==> config.mk <==
export PLATFORM = sky130hd
export DESIGN_NAME = owner_wakeup_deadline_scheduler
export DESIGN_NICKNAME = d
export VERILOG_FILES = /design/src/hdl/ows_pkg.sv /design/src/hdl/ows_ram.sv /design/src/hdl/ows_ctrl.sv /design/src/hdl/ows_datapath.sv /design/src/hdl/owner_wakeup_deadline_scheduler.sv
export SDC_FILE = /design/constraint.sdc
export NUM_CORES = 2
export LEC_CHECK = 0
export ABC_AREA = 1
export BUFFER_PORTS_ARGS = -buffer_cell sky130_fd_sc_hd__buf_2
export CAP_MARGIN = 20
export CORE_ASPECT_RATIO = 1.1
export CORE_MARGIN = 5
export CORE_UTILIZATION = 35
export CTS_BUF_LIST = sky130_fd_sc_hd__clkbuf_16
export CTS_CLUSTER_DIAMETER = 60
export DETAILED_ROUTE_END_ITERATION = 10
export PLACE_DENSITY = 0.52
export SYNTH_ARGS = -nofsm -noshare
export SYNTH_HDL_FRONTEND = slang
export SYNTH_SLANG_ARGS = --single-unit
==> constraint.sdc <==
create_clock -name clk -period 6.35 [get_ports clk]
set_input_delay 0.9525 -clock clk [delete_from_list [all_inputs] [get_ports clk]]
set_output_delay 0.9525 -clock clk [all_outputs]
set_load 0.1 [all_outputs]
==> src/hdl/ows_pkg.sv <==
// shared types, constants and helpers for the owner wakeup deadline scheduler
`default_nettype none

package ows_pkg;

    localparam int OWS_OWNER_COUNT = 32;
    localparam int OWS_OWNER_W     = 5;
    localparam int OWS_TIME_W      = 32;
    localparam int OWS_MAP_W       = 32;
    localparam int OWS_IN_DATA_W   = 48;
    localparam int OWS_OUT_DATA_W  = 104;

    localparam logic [OWS_TIME_W-1:0] OWS_NO_DEADLINE = '1;

    typedef enum logic [3:0] {
        OP_SET        = 4'd0,
        OP_SET_WAKE   = 4'd1,
        OP_CLEAR      = 4'd2,
        OP_WAIT_RES   = 4'd3,
        OP_RES_AVAIL  = 4'd4,
        OP_SNAPSHOT   = 4'd5,
        OP_SCHED_MS   = 4'd6,
        OP_CLR_MS     = 4'd7,
        OP_NEXT_MS    = 4'd8,
        OP_SCHED_SMP  = 4'd9,
        OP_SAMPLE_EVT = 4'd10,
        OP_INIT       = 4'd11
    } op_t;

    typedef enum logic [2:0] {
        ST_IDLE,
        ST_READ,
        ST_UPDATE,
        ST_SCAN,
        ST_FINISH,
        ST_DONE
    } state_t;

    typedef struct packed {
        logic accept;
        logic update;
        logic scan_step;
        logic finish;
        logic out_load;
    } cmd_t;

    typedef struct packed {
        logic scan_last;
        logic out_free;
    } stat_t;

    // wrap-safe: a lies before b
    function automatic logic time_before(input logic [OWS_TIME_W-1:0] a,
                                         input logic [OWS_TIME_W-1:0] b);
        logic [OWS_TIME_W-1:0] diff;
        diff = a - b;
        return diff[OWS_TIME_W-1];
    endfunction

endpackage

`default_nettype wire

==> src/hdl/ows_ram.sv <==
// generic single write port ram with registered read
`default_nettype none

module ows_ram #(
    parameter int WIDTH = 32,
    parameter int DEPTH = 32,
    parameter int ADDR_W = (DEPTH > 1) ? $clog2(DEPTH) : 1
) (
    input  wire logic              clk,
    input  wire logic              we,
    input  wire logic [ADDR_W-1:0] waddr,
    input  wire logic [WIDTH-1:0]  wdata,
    input  wire logic [ADDR_W-1:0] raddr,
    output logic      [WIDTH-1:0]  rdata
);

    logic [WIDTH-1:0] mem_reg [DEPTH];
    logic [WIDTH-1:0] rdata_reg;

    always_ff @(posedge clk)
    begin
        if (we)
        begin
            mem_reg[waddr] <= wdata;
        end
        rdata_reg <= mem_reg[raddr];
    end

    assign rdata = rdata_reg;

endmodule

`default_nettype wire

==> src/hdl/ows_ctrl.sv <==
// sequencing state machine of the owner wakeup deadline scheduler
`default_nettype none

module ows_ctrl
    import ows_pkg::*;
(
    input  wire logic  clk,
    input  wire logic  rst_n,
    input  wire logic  in_valid,
    output logic       in_ready,
    input  wire stat_t stat,
    output cmd_t       cmd
);

    state_t state_reg;
    state_t state_next;

    always_ff @(posedge clk or negedge rst_n)
    begin
        if (!rst_n)
        begin
            state_reg <= ST_IDLE;
        end
        else
        begin
            state_reg <= state_next;
        end
    end

    always_comb
    begin
        state_next = state_reg;
        cmd        = '0;
        in_ready   = 1'b0;
        unique case (state_reg)
            ST_IDLE:
            begin
                in_ready = 1'b1;
                if (in_valid)
                begin
                    cmd.accept = 1'b1;
                    state_next = ST_READ;
                end
            end
            ST_READ:
            begin
                state_next = ST_UPDATE;
            end
            ST_UPDATE:
            begin
                cmd.update = 1'b1;
                state_next = ST_SCAN;
            end
            ST_SCAN:
            begin
                cmd.scan_step = 1'b1;
                if (stat.scan_last)
                begin
                    state_next = ST_FINISH;
                end
            end
            ST_FINISH:
            begin
                cmd.finish = 1'b1;
                state_next = ST_DONE;
            end
            ST_DONE:
            begin
                if (stat.out_free)
                begin
                    cmd.out_load = 1'b1;
                    state_next   = ST_IDLE;
                end
            end
            default:
            begin
                state_next = ST_IDLE;
            end
        endcase
    end

    a_scan_exit: assert property (@(posedge clk) disable iff (!rst_n)
        (state_reg == ST_SCAN && stat.scan_last) |=> (state_reg == ST_FINISH))
        else $error("scan did not end after the last entry");

    a_accept_read: assert property (@(posedge clk) disable iff (!rst_n)
        cmd.accept |=> (state_reg == ST_READ))
        else $error("accepted word did not start an entry read");

    a_done_release: assert property (@(posedge clk) disable iff (!rst_n)
        (state_reg == ST_DONE && !stat.out_free) |=> (state_reg == ST_DONE))
        else $error("result left done state while output slot busy");

endmodule

`default_nettype wire

==> src/hdl/ows_datapath.sv <==
// bitmaps, deadline tables, scan unit and result register
`default_nettype none

module ows_datapath
    import ows_pkg::*;
#(
    parameter int OWNER_COUNT = OWS_OWNER_COUNT
) (
    input  wire logic                      clk,
    input  wire logic                      rst_n,
    input  wire cmd_t                      cmd,
    output stat_t                          stat,
    input  wire logic [OWS_IN_DATA_W-1:0]  in_data,
    output logic                           out_valid,
    input  wire logic                      out_ready,
    output logic      [OWS_OUT_DATA_W-1:0] out_data
);

    localparam int IDX_W = (OWNER_COUNT > 1) ? $clog2(OWNER_COUNT) : 1;
    localparam int CNT_W = $clog2(OWNER_COUNT + 1);

    // current word
    op_t                   op_reg,  op_next;
    logic [OWS_OWNER_W-1:0] own_reg, own_next;
    logic [OWS_TIME_W-1:0]  tv_reg,  tv_next;

    // architectural state
    logic [OWS_MAP_W-1:0]   runnable_reg, runnable_next;
    logic [OWS_MAP_W-1:0]   waiting_reg,  waiting_next;
    logic [OWNER_COUNT-1:0] ms_vld_reg,   ms_vld_next;
    logic [OWNER_COUNT-1:0] smp_vld_reg,  smp_vld_next;
    logic [OWS_TIME_W-1:0]  esw_reg,      esw_next;

    // scan unit
    logic [CNT_W-1:0]       cnt_reg,      cnt_next;
    logic                   proc_vld_reg, proc_vld_next;
    logic [IDX_W-1:0]       proc_idx_reg, proc_idx_next;
    logic [OWS_TIME_W-1:0]  best_ms_reg,  best_ms_next;
    logic [OWS_TIME_W-1:0]  best_smp_reg, best_smp_next;
    logic                   woke_reg,     woke_next;
    logic                   wake_reg,     wake_next;

    // result register
    logic                      m_valid_reg, m_valid_next;
    logic [OWS_OUT_DATA_W-1:0] m_data_reg,  m_data_next;

    logic                   own_ok;
    logic [IDX_W-1:0]       oidx;
    logic [OWS_MAP_W-1:0]   own_bit;
    logic [OWS_MAP_W-1:0]   proc_bit;
    logic [IDX_W-1:0]       raddr;
    logic [OWS_TIME_W-1:0]  ms_rdata;
    logic [OWS_TIME_W-1:0]  smp_rdata;
    logic [OWS_TIME_W-1:0]  ms_cur;
    logic [OWS_TIME_W-1:0]  smp_cur;
    logic                   ms_we;
    logic                   smp_we;
    logic                   found;
    logic                   own_run;

    assign own_ok   = {1'b0, own_reg} < (OWS_OWNER_W + 1)'(OWNER_COUNT);
    assign oidx     = IDX_W'(own_reg);
    assign own_bit  = OWS_MAP_W'(1) << own_reg;
    assign proc_bit = OWS_MAP_W'(1) << proc_idx_reg;
    assign raddr    = cmd.scan_step ? cnt_reg[IDX_W-1:0] : oidx;

    // entries without a valid bit read as no deadline
    always_comb
    begin
        if (cmd.update)
        begin
            ms_cur  = ms_vld_reg[oidx]  ? ms_rdata  : OWS_NO_DEADLINE;
            smp_cur = smp_vld_reg[oidx] ? smp_rdata : OWS_NO_DEADLINE;
        end
        else
        begin
            ms_cur  = ms_vld_reg[proc_idx_reg]  ? ms_rdata  : OWS_NO_DEADLINE;
            smp_cur = smp_vld_reg[proc_idx_reg] ? smp_rdata : OWS_NO_DEADLINE;
        end
    end

    assign ms_we  = cmd.update && op_reg == OP_SCHED_MS && own_ok &&
                    (ms_cur == OWS_NO_DEADLINE || time_before(tv_reg, ms_cur));
    assign smp_we = cmd.update && op_reg == OP_SCHED_SMP && own_ok &&
                    (smp_cur == OWS_NO_DEADLINE || time_before(tv_reg, smp_cur));

    ows_ram #(
        .WIDTH (OWS_TIME_W),
        .DEPTH (OWNER_COUNT)
    ) u_ms_ram (
        .clk   (clk),
        .we    (ms_we),
        .waddr (oidx),
        .wdata (tv_reg),
        .raddr (raddr),
        .rdata (ms_rdata)
    );

    ows_ram #(
        .WIDTH (OWS_TIME_W),
        .DEPTH (OWNER_COUNT)
    ) u_smp_ram (
        .clk   (clk),
        .we    (smp_we),
        .waddr (oidx),
        .wdata (tv_reg),
        .raddr (raddr),
        .rdata (smp_rdata)
    );

    assign found   = (op_reg == OP_NEXT_MS) && (best_ms_reg != OWS_NO_DEADLINE);
    assign own_run = own_ok && runnable_reg[own_reg];

    always_comb
    begin
        op_next       = op_reg;
        own_next      = own_reg;
        tv_next       = tv_reg;
        runnable_next = runnable_reg;
        waiting_next  = waiting_reg;
        ms_vld_next   = ms_vld_reg;
        smp_vld_next  = smp_vld_reg;
        esw_next      = esw_reg;
        cnt_next      = cnt_reg;
        proc_vld_next = 1'b0;
        proc_idx_next = proc_idx_reg;
        best_ms_next  = best_ms_reg;
        best_smp_next = best_smp_reg;
        woke_next     = woke_reg;
        wake_next     = wake_reg;
        m_valid_next  = m_valid_reg;
        m_data_next   = m_data_reg;

        if (cmd.accept)
        begin
            op_next  = op_t'(in_data[3:0]);
            own_next = in_data[8:4];
            tv_next  = in_data[40:9];
        end

        if (cmd.update)
        begin
            cnt_next      = '0;
            best_ms_next  = OWS_NO_DEADLINE;
            best_smp_next = OWS_NO_DEADLINE;
            woke_next     = 1'b0;
            wake_next     = 1'b0;
            unique case (op_reg)
                OP_SET:
                begin
                    if (own_ok)
                    begin
                        runnable_next = runnable_reg | own_bit;
                    end
                end
                OP_SET_WAKE:
                begin
                    if (own_ok)
                    begin
                        runnable_next = runnable_reg | own_bit;
                        wake_next     = 1'b1;
                    end
                end
                OP_CLEAR:
                begin
                    if (own_ok)
                    begin
                        runnable_next = runnable_reg & ~own_bit;
                    end
                end
                OP_WAIT_RES:
                begin
                    if (own_ok)
                    begin
                        runnable_next = runnable_reg & ~own_bit;
                        waiting_next  = waiting_reg | own_bit;
                    end
                end
                OP_RES_AVAIL:
                begin
                    runnable_next = runnable_reg | waiting_reg;
                    waiting_next  = '0;
                    wake_next     = |waiting_reg;
                end
                OP_SCHED_MS:
                begin
                    if (ms_we)
                    begin
                        ms_vld_next[oidx] = 1'b1;
                    end
                end
                OP_CLR_MS:
                begin
                    if (own_ok)
                    begin
                        ms_vld_next[oidx] = 1'b0;
                    end
                end
                OP_SCHED_SMP:
                begin
                    if (smp_we)
                    begin
                        smp_vld_next[oidx] = 1'b1;
                        if (esw_reg == OWS_NO_DEADLINE || time_before(tv_reg, esw_reg))
                        begin
                            esw_next = tv_reg;
                        end
                    end
                end
                OP_INIT:
                begin
                    runnable_next = '0;
                    waiting_next  = '0;
                    ms_vld_next   = '0;
                    smp_vld_next  = '0;
                    esw_next      = OWS_NO_DEADLINE;
                end
                default:
                begin
                end
            endcase
        end

        if (cmd.scan_step)
        begin
            cnt_next      = cnt_reg + CNT_W'(1);
            proc_vld_next = cnt_reg < CNT_W'(OWNER_COUNT);
            proc_idx_next = cnt_reg[IDX_W-1:0];
        end

        // one ms entry and one sample entry per cycle
        if (proc_vld_reg)
        begin
            if (ms_cur != OWS_NO_DEADLINE)
            begin
                if (op_reg == OP_SNAPSHOT && !time_before(tv_reg, ms_cur))
                begin
                    ms_vld_next[proc_idx_reg] = 1'b0;
                    runnable_next             = runnable_next | proc_bit;
                end
                else if (best_ms_reg == OWS_NO_DEADLINE ||
                         time_before(ms_cur, best_ms_reg))
                begin
                    best_ms_next = ms_cur;
                end
            end
            if (smp_cur != OWS_NO_DEADLINE)
            begin
                if (op_reg == OP_SAMPLE_EVT && !time_before(tv_reg, smp_cur))
                begin
                    smp_vld_next[proc_idx_reg] = 1'b0;
                    runnable_next              = runnable_next | proc_bit;
                    woke_next                  = 1'b1;
                end
                else if (best_smp_reg == OWS_NO_DEADLINE ||
                         time_before(smp_cur, best_smp_reg))
                begin
                    best_smp_next = smp_cur;
                end
            end
        end

        if (cmd.finish && op_reg == OP_SAMPLE_EVT && woke_reg)
        begin
            esw_next  = best_smp_reg;
            wake_next = 1'b1;
        end

        if (cmd.out_load)
        begin
            m_valid_next = 1'b1;
            m_data_next  = {4'b0, wake_reg, esw_reg, best_ms_reg, found, own_ok, own_run,
                            runnable_reg};
        end
        else if (out_ready)
        begin
            m_valid_next = 1'b0;
        end
    end

    always_ff @(posedge clk or negedge rst_n)
    begin
        if (!rst_n)
        begin
            runnable_reg <= '0;
            waiting_reg  <= '0;
            ms_vld_reg   <= '0;
            smp_vld_reg  <= '0;
            esw_reg      <= OWS_NO_DEADLINE;
            proc_vld_reg <= 1'b0;
            cnt_reg      <= '0;
            m_valid_reg  <= 1'b0;
        end
        else
        begin
            runnable_reg <= runnable_next;
            waiting_reg  <= waiting_next;
            ms_vld_reg   <= ms_vld_next;
            smp_vld_reg  <= smp_vld_next;
            esw_reg      <= esw_next;
            proc_vld_reg <= proc_vld_next;
            cnt_reg      <= cnt_next;
            m_valid_reg  <= m_valid_next;
        end
    end

    always_ff @(posedge clk)
    begin
        op_reg       <= op_next;
        own_reg      <= own_next;
        tv_reg       <= tv_next;
        proc_idx_reg <= proc_idx_next;
        best_ms_reg  <= best_ms_next;
        best_smp_reg <= best_smp_next;
        woke_reg     <= woke_next;
        wake_reg     <= wake_next;
        m_data_reg   <= m_data_next;
    end

    assign stat.scan_last = cnt_reg == CNT_W'(OWNER_COUNT);
    assign stat.out_free  = !m_valid_reg || out_ready;
    assign out_valid      = m_valid_reg;
    assign out_data       = m_data_reg;

    a_no_overwrite: assert property (@(posedge clk) disable iff (!rst_n)
        cmd.out_load |-> (!m_valid_reg || out_ready))
        else $error("result register overwritten before taken");

    a_scan_idle: assert property (@(posedge clk) disable iff (!rst_n)
        (cmd.accept || cmd.out_load) |-> !proc_vld_reg)
        else $error("scan entry processed outside a scan");

    a_vld_change: assert property (@(posedge clk) disable iff (!rst_n)
        (!cmd.update && !proc_vld_reg) |=> $stable(ms_vld_reg) && $stable(smp_vld_reg))
        else $error("deadline valid bits changed outside update or scan");

endmodule

`default_nettype wire

==> src/hdl/owner_wakeup_deadline_scheduler.sv <==
// top level of the owner wakeup deadline scheduler
//
// one word in on s_axis gives one word out on m_axis; each word is one
// operation on the per-owner runnable and waiting bitmaps and the ms and
// sample deadline tables, and the result reports the state afterwards
// (runnable map, addressed owner bits, earliest ms deadline, earliest
// sample wake, wake pulse)
// a word passes through one table read, one update, a scan that walks
// both deadline tables one entry per cycle through the registered ram
// read, a finish step and the result load, which waits until the output
// slot is free; the next word is taken once the result has been loaded
// one word is in work at a time; s_axis_tready is high only while idle
// a result waiting on a stalled m_axis does not block the next accept,
// the block then holds its finished next result until the slot empties
// reset clears the bitmaps, marks all deadlines empty and sets the
// earliest sample wake to all ones; no clearing pass is needed
`default_nettype none

module owner_wakeup_deadline_scheduler
    import ows_pkg::*;
#(
    parameter int OWNER_COUNT = OWS_OWNER_COUNT
) (
    input  wire logic                      clk,
    input  wire logic                      rst_n,
    input  wire logic                      s_axis_tvalid,
    output logic                           s_axis_tready,
    // opcode, owner, time_value, zero fill
    input  wire logic [OWS_IN_DATA_W-1:0]  s_axis_tdata,
    output logic                           m_axis_tvalid,
    input  wire logic                      m_axis_tready,
    // runnable_map, owner_runnable, owner_valid, deadline_found,
    // next_deadline, next_sample_wake, wake_pulse, zero fill
    output logic      [OWS_OUT_DATA_W-1:0] m_axis_tdata
);

    cmd_t  cmd;
    stat_t stat;

    ows_ctrl u_ctrl (
        .clk      (clk),
        .rst_n    (rst_n),
        .in_valid (s_axis_tvalid),
        .in_ready (s_axis_tready),
        .stat     (stat),
        .cmd      (cmd)
    );

    ows_datapath #(
        .OWNER_COUNT (OWNER_COUNT)
    ) u_datapath (
        .clk       (clk),
        .rst_n     (rst_n),
        .cmd       (cmd),
        .stat      (stat),
        .in_data   (s_axis_tdata),
        .out_valid (m_axis_tvalid),
        .out_ready (m_axis_tready),
        .out_data  (m_axis_tdata)
    );

endmodule

`default_nettype wire

* Word level (Yosys, flattened, before mapping) *
Memories as Yosys holds them, arrays and structs flattened. A register that Yosys moved wholly into a read port is not among the register bits.
Index checks and enable logic that the tools add are counted.

storage, ports and cells
  flip-flop bits (word level) = 382
  bits in writable memories = 2048
  input port bits = 52
  output and inout bits = 106
  memories kept = 2

operators by class
  $add $sub $neg = 6
  magnitude comparators = 5
  eq/ne operators = 30
  shift operators = 2
  mux-type cells = 83
  bitwise logic cells = 14
  reduce and logical (&&, ||, !) cells = 34

memory list
  name                          words  bits a word  rd ports  clocked after memory_dff  wr ports  RTL line       RTL
  u_datapath.u_ms_ram.mem_reg   32     32           1         1                         1         ows_ram.sv:17  logic [WIDTH-1:0] mem_reg [DEPTH];
  u_datapath.u_smp_ram.mem_reg  32     32           1         1                         1         ows_ram.sv:17

operators by type and width
  cell                                                  number
  2-to-1 mux 32 bit                                     37
  OR 32 bit                                             7
  case mux 32 bit (2 select lines)                      3
  equality test 32 bit (second input constant)          5
  subtractor 32 bit                                     5
  bitwise AND 32 bit                                    4
  case mux 32 bit (4 select lines)                      1
  inequality test 32 bit (second input constant)        3
  NOT 32 bit                                            3
  case mux 32 bit (3 select lines)                      1
  << shifter 1 x 5 -> 32 bit (first input constant)     2
  OR reduction 32 bit                                   1
  2-to-1 mux 1 bit                                      26
  binary-select mux 1 bit (select 5 bit)                5
  case mux 3 bit (6 select lines)                       1
  equality test 4 x 3 -> 1 bit (second input constant)  4
  equality test 4 bit (second input constant)           4
  < comparator 5 x 6 -> 1 bit (second input constant)   2
  2-to-1 mux 6 bit                                      2
  logical AND 1 bit                                     11
  demux 1 bit (select 5 bit)                            2
  >= comparator 5 x 1 -> 1 bit (second input constant)  2
  2-to-1 mux 3 bit                                      3
  equality test 4 x 2 -> 1 bit (second input constant)  2
  22 further kinds                                      38

* Longest topological paths before layout *
  depth in word-level cells = 14
  gate-level depth with buffers = 35

* Cells and area by module *
A second synthesis with hierarchy kept.

second synthesis, totals
  cells, all modules = 10188
  area, all modules = 108282.6 µm²

by module, submodules not included
  module        instances  cells each  area an instance (µm²)  sequential area each (µm²)
  ows_ram       2          3536        42405.7                 31390.1
  ows_datapath  1          3084        23263.6                 9919.5
  ows_ctrl      1          32          207.7                   75.1

* Worst setup path after synthesis *
OpenSTA, ideal clock, no wires.

  kind = in2reg
  start = in m_axis_tready
  end = reg u_datapath.m_data_reg[0], in the netlist u_datapath.out_data[0] (enable)
  arrival time = 5120 ps
  slack = 671 ps
  stages on the path = 2
  cell sequence = nor2_1 -> nor2_1

RTL lines
  item                  RTL line                               RTL
  from (decl)           owner_wakeup_deadline_scheduler.sv:31  input wire logic m_axis_tready,
  to (signal assigned)  ows_datapath.sv:317                    m_data_reg <= m_data_next;
  to (decl)             ows_datapath.sv:45                     logic [OWS_OUT_DATA_W-1:0] m_data_reg, m_data_next;

* Worst setup path in the final report *
  start = reg u_datapath.own_reg[1], in the netlist u_datapath.oidx[1]
  end = mem u_datapath.u_smp_ram.mem_reg[1][17] (enable)

between the ends
  longest elaborated chain between the ends = 9

ends and longest elaborated chain
  item                                                              RTL line                           RTL
  from (decl)                                                       ows_datapath.sv:24                 logic [OWS_OWNER_W-1:0] own_reg, own_next;
  from (signal assigned)                                            ows_datapath.sv:310                own_reg <= own_next;
  binary-select mux 1 bit (select 5 bit)                            ows_datapath.sv:73                 smp_cur = smp_vld_reg[oidx] ? smp_rdata : OWS_NO_DEADLINE;
  2-to-1 mux 1 bit (implied by the code)                            ows_datapath.sv:73
  2-to-1 mux 32 bit                                                 ows_datapath.sv:73
  2-to-1 mux 32 bit                                                 ows_datapath.sv:70                 if (cmd.update)
  subtractor 32 bit / equality test 32 bit (equally long branches)  ows_pkg.sv:56, ows_datapath.sv:85
  logical OR 1 bit                                                  ows_datapath.sv:85                 (smp_cur == OWS_NO_DEADLINE || time_before(tv_reg, smp_cur));
  logical AND 1 bit                                                 ows_datapath.sv:84                 assign smp_we = cmd.update && op_reg == OP_SCHED_SMP && own_ok &&
  2-to-1 mux 1 bit                                                  ows_ram.sv:22                      if (we)
  2-to-1 mux 1 bit (implied by the code)                            ows_ram.sv:24                      mem_reg[waddr] <= wdata;
  to (decl)                                                         ows_ram.sv:17

Several ways; a longest one is shown, not always the timed one. The select of a mux whose other input is x is not followed.

==> results.tsv <==
metric	value	unit
outcome	finished, final reports clean	
crit_chain	inv_2, nor2_4, nand2_1, nand2_1, o221ai_1, nand2_1, nor2_1, nand2_2, nand2_4, nor2_1, ha_1, a21oi_1, nor2_1, a211oi_1, o221ai_1, a21oi_1, nand3_2, nand3_4, nand2_4, inv_4, nand2_1, inv_2, buf_12	
fin_util	40.3	%
netlist_instances	9146	
ys_async_sr_fraction	6.86	%
synth_cell_types	63	
gp_congestion	0.933	
synth.cells.most_frequent	2,193 x edfxtp_1, 1,551 x nor2_1, 1,433 x o21ai_0, 987 x nand2_1, 574 x o22ai_1	
clock_latency	860	ps
worstMarginPinSlew	1200	ps
synth_mux_area_share	0	%
startpoint	u_datapath.oidx[1]$_DFFE_PP_	
portBuffers	145	
synth_xor_area_share	0.0502	%
grt_max_degree	177	
die_area	310000	sq um
hold_viol	0	
synth-seq-cells	2494	
rsz0062_at_grt	false	
grt_overflow	0	
synth_seq_area_share	69.6	%
initial_core_util	35.2	%
die_w	531	um
cts.path.max_buffers	4	
drv_slew	0	
clock_sinks	2494	
wl_per_cell	26.2	um
die_y	583	um
grt_usage	21.9	%
synth_top_area_share	63.0	%
yosysTopAreaCell	edfxtp_1	
post-cts-setup-buffers	0	
synth_most_common_cell	edfxtp_1	
peakVddDrop	0.282	mV
cpMostUsedCell	nand2_1	
end_kind	flop	
power_leakage	42.9	nW
synth_fa_ha_area_share	1.78	%
r2r_cells	23	
timing.rr.start	u_datapath.oidx[1]$_DFFE_PP_	
synth.area.top_cells	edfxtp_1 63%, o21ai_0 6.9%, nor2_1 5.6%	
area_delta_synth_final	14.5	%
num_vias	74000	
cts_tree	done	
arrival	6470	ps
htreeDepth	5	
vias_per_cell	5.52	
syn_area_per_cell	11.4	sq um
slowest_delay	830	ps
worstPathRequired	6890	ps
synth_top_family_by_area	compound AO/OA/AOI/OAI gates	
layout-drive-gt1-share	10.8	%
grt_pass1_vias	69900	
numCtsBuffers	277	
core_area	297000	sq um
synth_compound_area_share	12.6	%
synth_flop_cell	edfxtp_1	
root_buffer	clkbuf_16	
cts_hold_buffers	0	
antenna_left	0	
maxCapViolCount	0	
worst_r2r_endpoint	u_datapath.u_smp_ram.mem_reg[1][17]$_DFFE_PP_	
holdWs	200	ps
r2r_slack	420	ps
ioPinCount	158	
finClkSkew	68.5	ps
setup_viol	0	
drcViolationCount	0	
ys_warn_count	0	
drtIter0Drc	8529	
syn_area	105000	sq um
routed_wirelength	351000	um
synth-simple-area-share	11.6	%
first_pass_iters	8	
min_period	5930	ps
power	53.0	mW
clkSlewWorstSetupHoldPaths	70	ps
start_kind	flop	
period_share	93.3	%
slowest_stage	edfxtp_1	
min_path_type	in -> async	
cp_max_fo	32	
synth-edff-count	2193	
worstSetupPathType	reg -> reg	
rows	210	
fmax	169	MHz
setup_tns	0	ps
fin_nets	9482	
dp_hpwl	207000	um
ctsResizeCount	0	
relSlewSlack	20.2	%
grt_pass1_wl	500000	um
p_per_area	442	nW/um^2
antenna_found_initial	25	
power by group:
part,internal (mW),switching (mW),leakage (nW)
sequential,19.3,0.894,22.9
clock,8.76,6.45,4.44
combinational,4.62,12.9,15.6
total,32.7,20.3,42.9
cell families after synthesis:
logic type      count (synthesis)
compound gates               2376
buf+inv                      1163
fa+ha+maj                     149
simple gates                 2956
xor+xnor                        6
other cells                     2
flops                        2494
area by class of cell:
cell class / instances / area [sq um]
fillers: 28100 / 178000
flip-flops and latches: 2494 / 72800
multi-input cells: 5492 / 27300
clock buffers: 286 / 7160
well taps: 3922 / 4910
repair buffers: 429 / 4070
inverters: 587 / 2230
clock inverters: 193 / 1320
diodes: 6 / 15.0
cell usage in the layout, fill, tap and decap left out, types with 39 or more instances in the layout:
cell type / n
buf_4: 187
inv_1: 557
o21ai_0: 1431
a21oi_1: 176
clkinv_2: 39
dfrtp_1: 139
edfxtp_1: 2193
o22ai_1: 574
buf_2: 144
clkbuf_16: 286
inv_2: 94
nand3_1: 135
dfxtp_1: 130
clkinv_1: 44
ha_1: 149
nand2_1: 986
nand4_1: 171
buf_12: 96
nor2_1: 1543
o221ai_1: 60
worst max-delay path by stage:
| stage | endpoint | slack, ps | depth (start not counted) |
|---|---|---|---|
| floorplan | u_datapath.out_data[0]$_DFFE_PP_ | 670 | 2 |
| global placement | u_datapath.u_ms_ram.mem_reg[14][29]$_DFFE_PP_ | 400 | 26 |
| detailed placement | u_datapath.u_ms_ram.mem_reg[14][29]$_DFFE_PP_ | 410 | 26 |
| CTS | u_datapath.u_ms_ram.mem_reg[14][24]$_DFFE_PP_ | 360 | 26 |
| global route | u_datapath.u_ms_ram.mem_reg[14][24]$_DFFE_PP_ | 120 | 26 |
| finish | u_datapath.u_smp_ram.mem_reg[1][17]$_DFFE_PP_ | 420 | 23 |
critical path, delay by kind of cell, from the launching register on:
family | cells | cell delay [ps]
AND/OR/NAND/NOR | 13 | 2030
buffers and inverters | 4 | 1350
AO/OA/AOI/OAI | 5 | 960
flip-flops | 1 | 830
adder cells (fa/ha/maj) | 1 | 310
per-stage QoR:
step	instances	setup WS, ps	instance area [sq um]
2_1_floorplan	9149	671	105000
3_3_place_gp	12900	404	111000
3_5_place_dp	12900	409	111000
4_1_cts	13400	362	120000
5_1_grt	13400	116	120000
6_report	13400	425	120000
layer usage:
metal / part of all wire, % / vias to the layer above / routed length, um / track usage (%)
li1: - / 33100 / - / -
met1: 44 / 37200 / 153000 / 31.1
met2: 45 / 3168 / 158000 / 34.1
met3: 8.0 / 575 / 28200 / 3.78
met4: 3.5 / 8 / 12100 / 6.98
met5: 0.014 / - / 48 / 0
(Power assumes the default switching activity.)
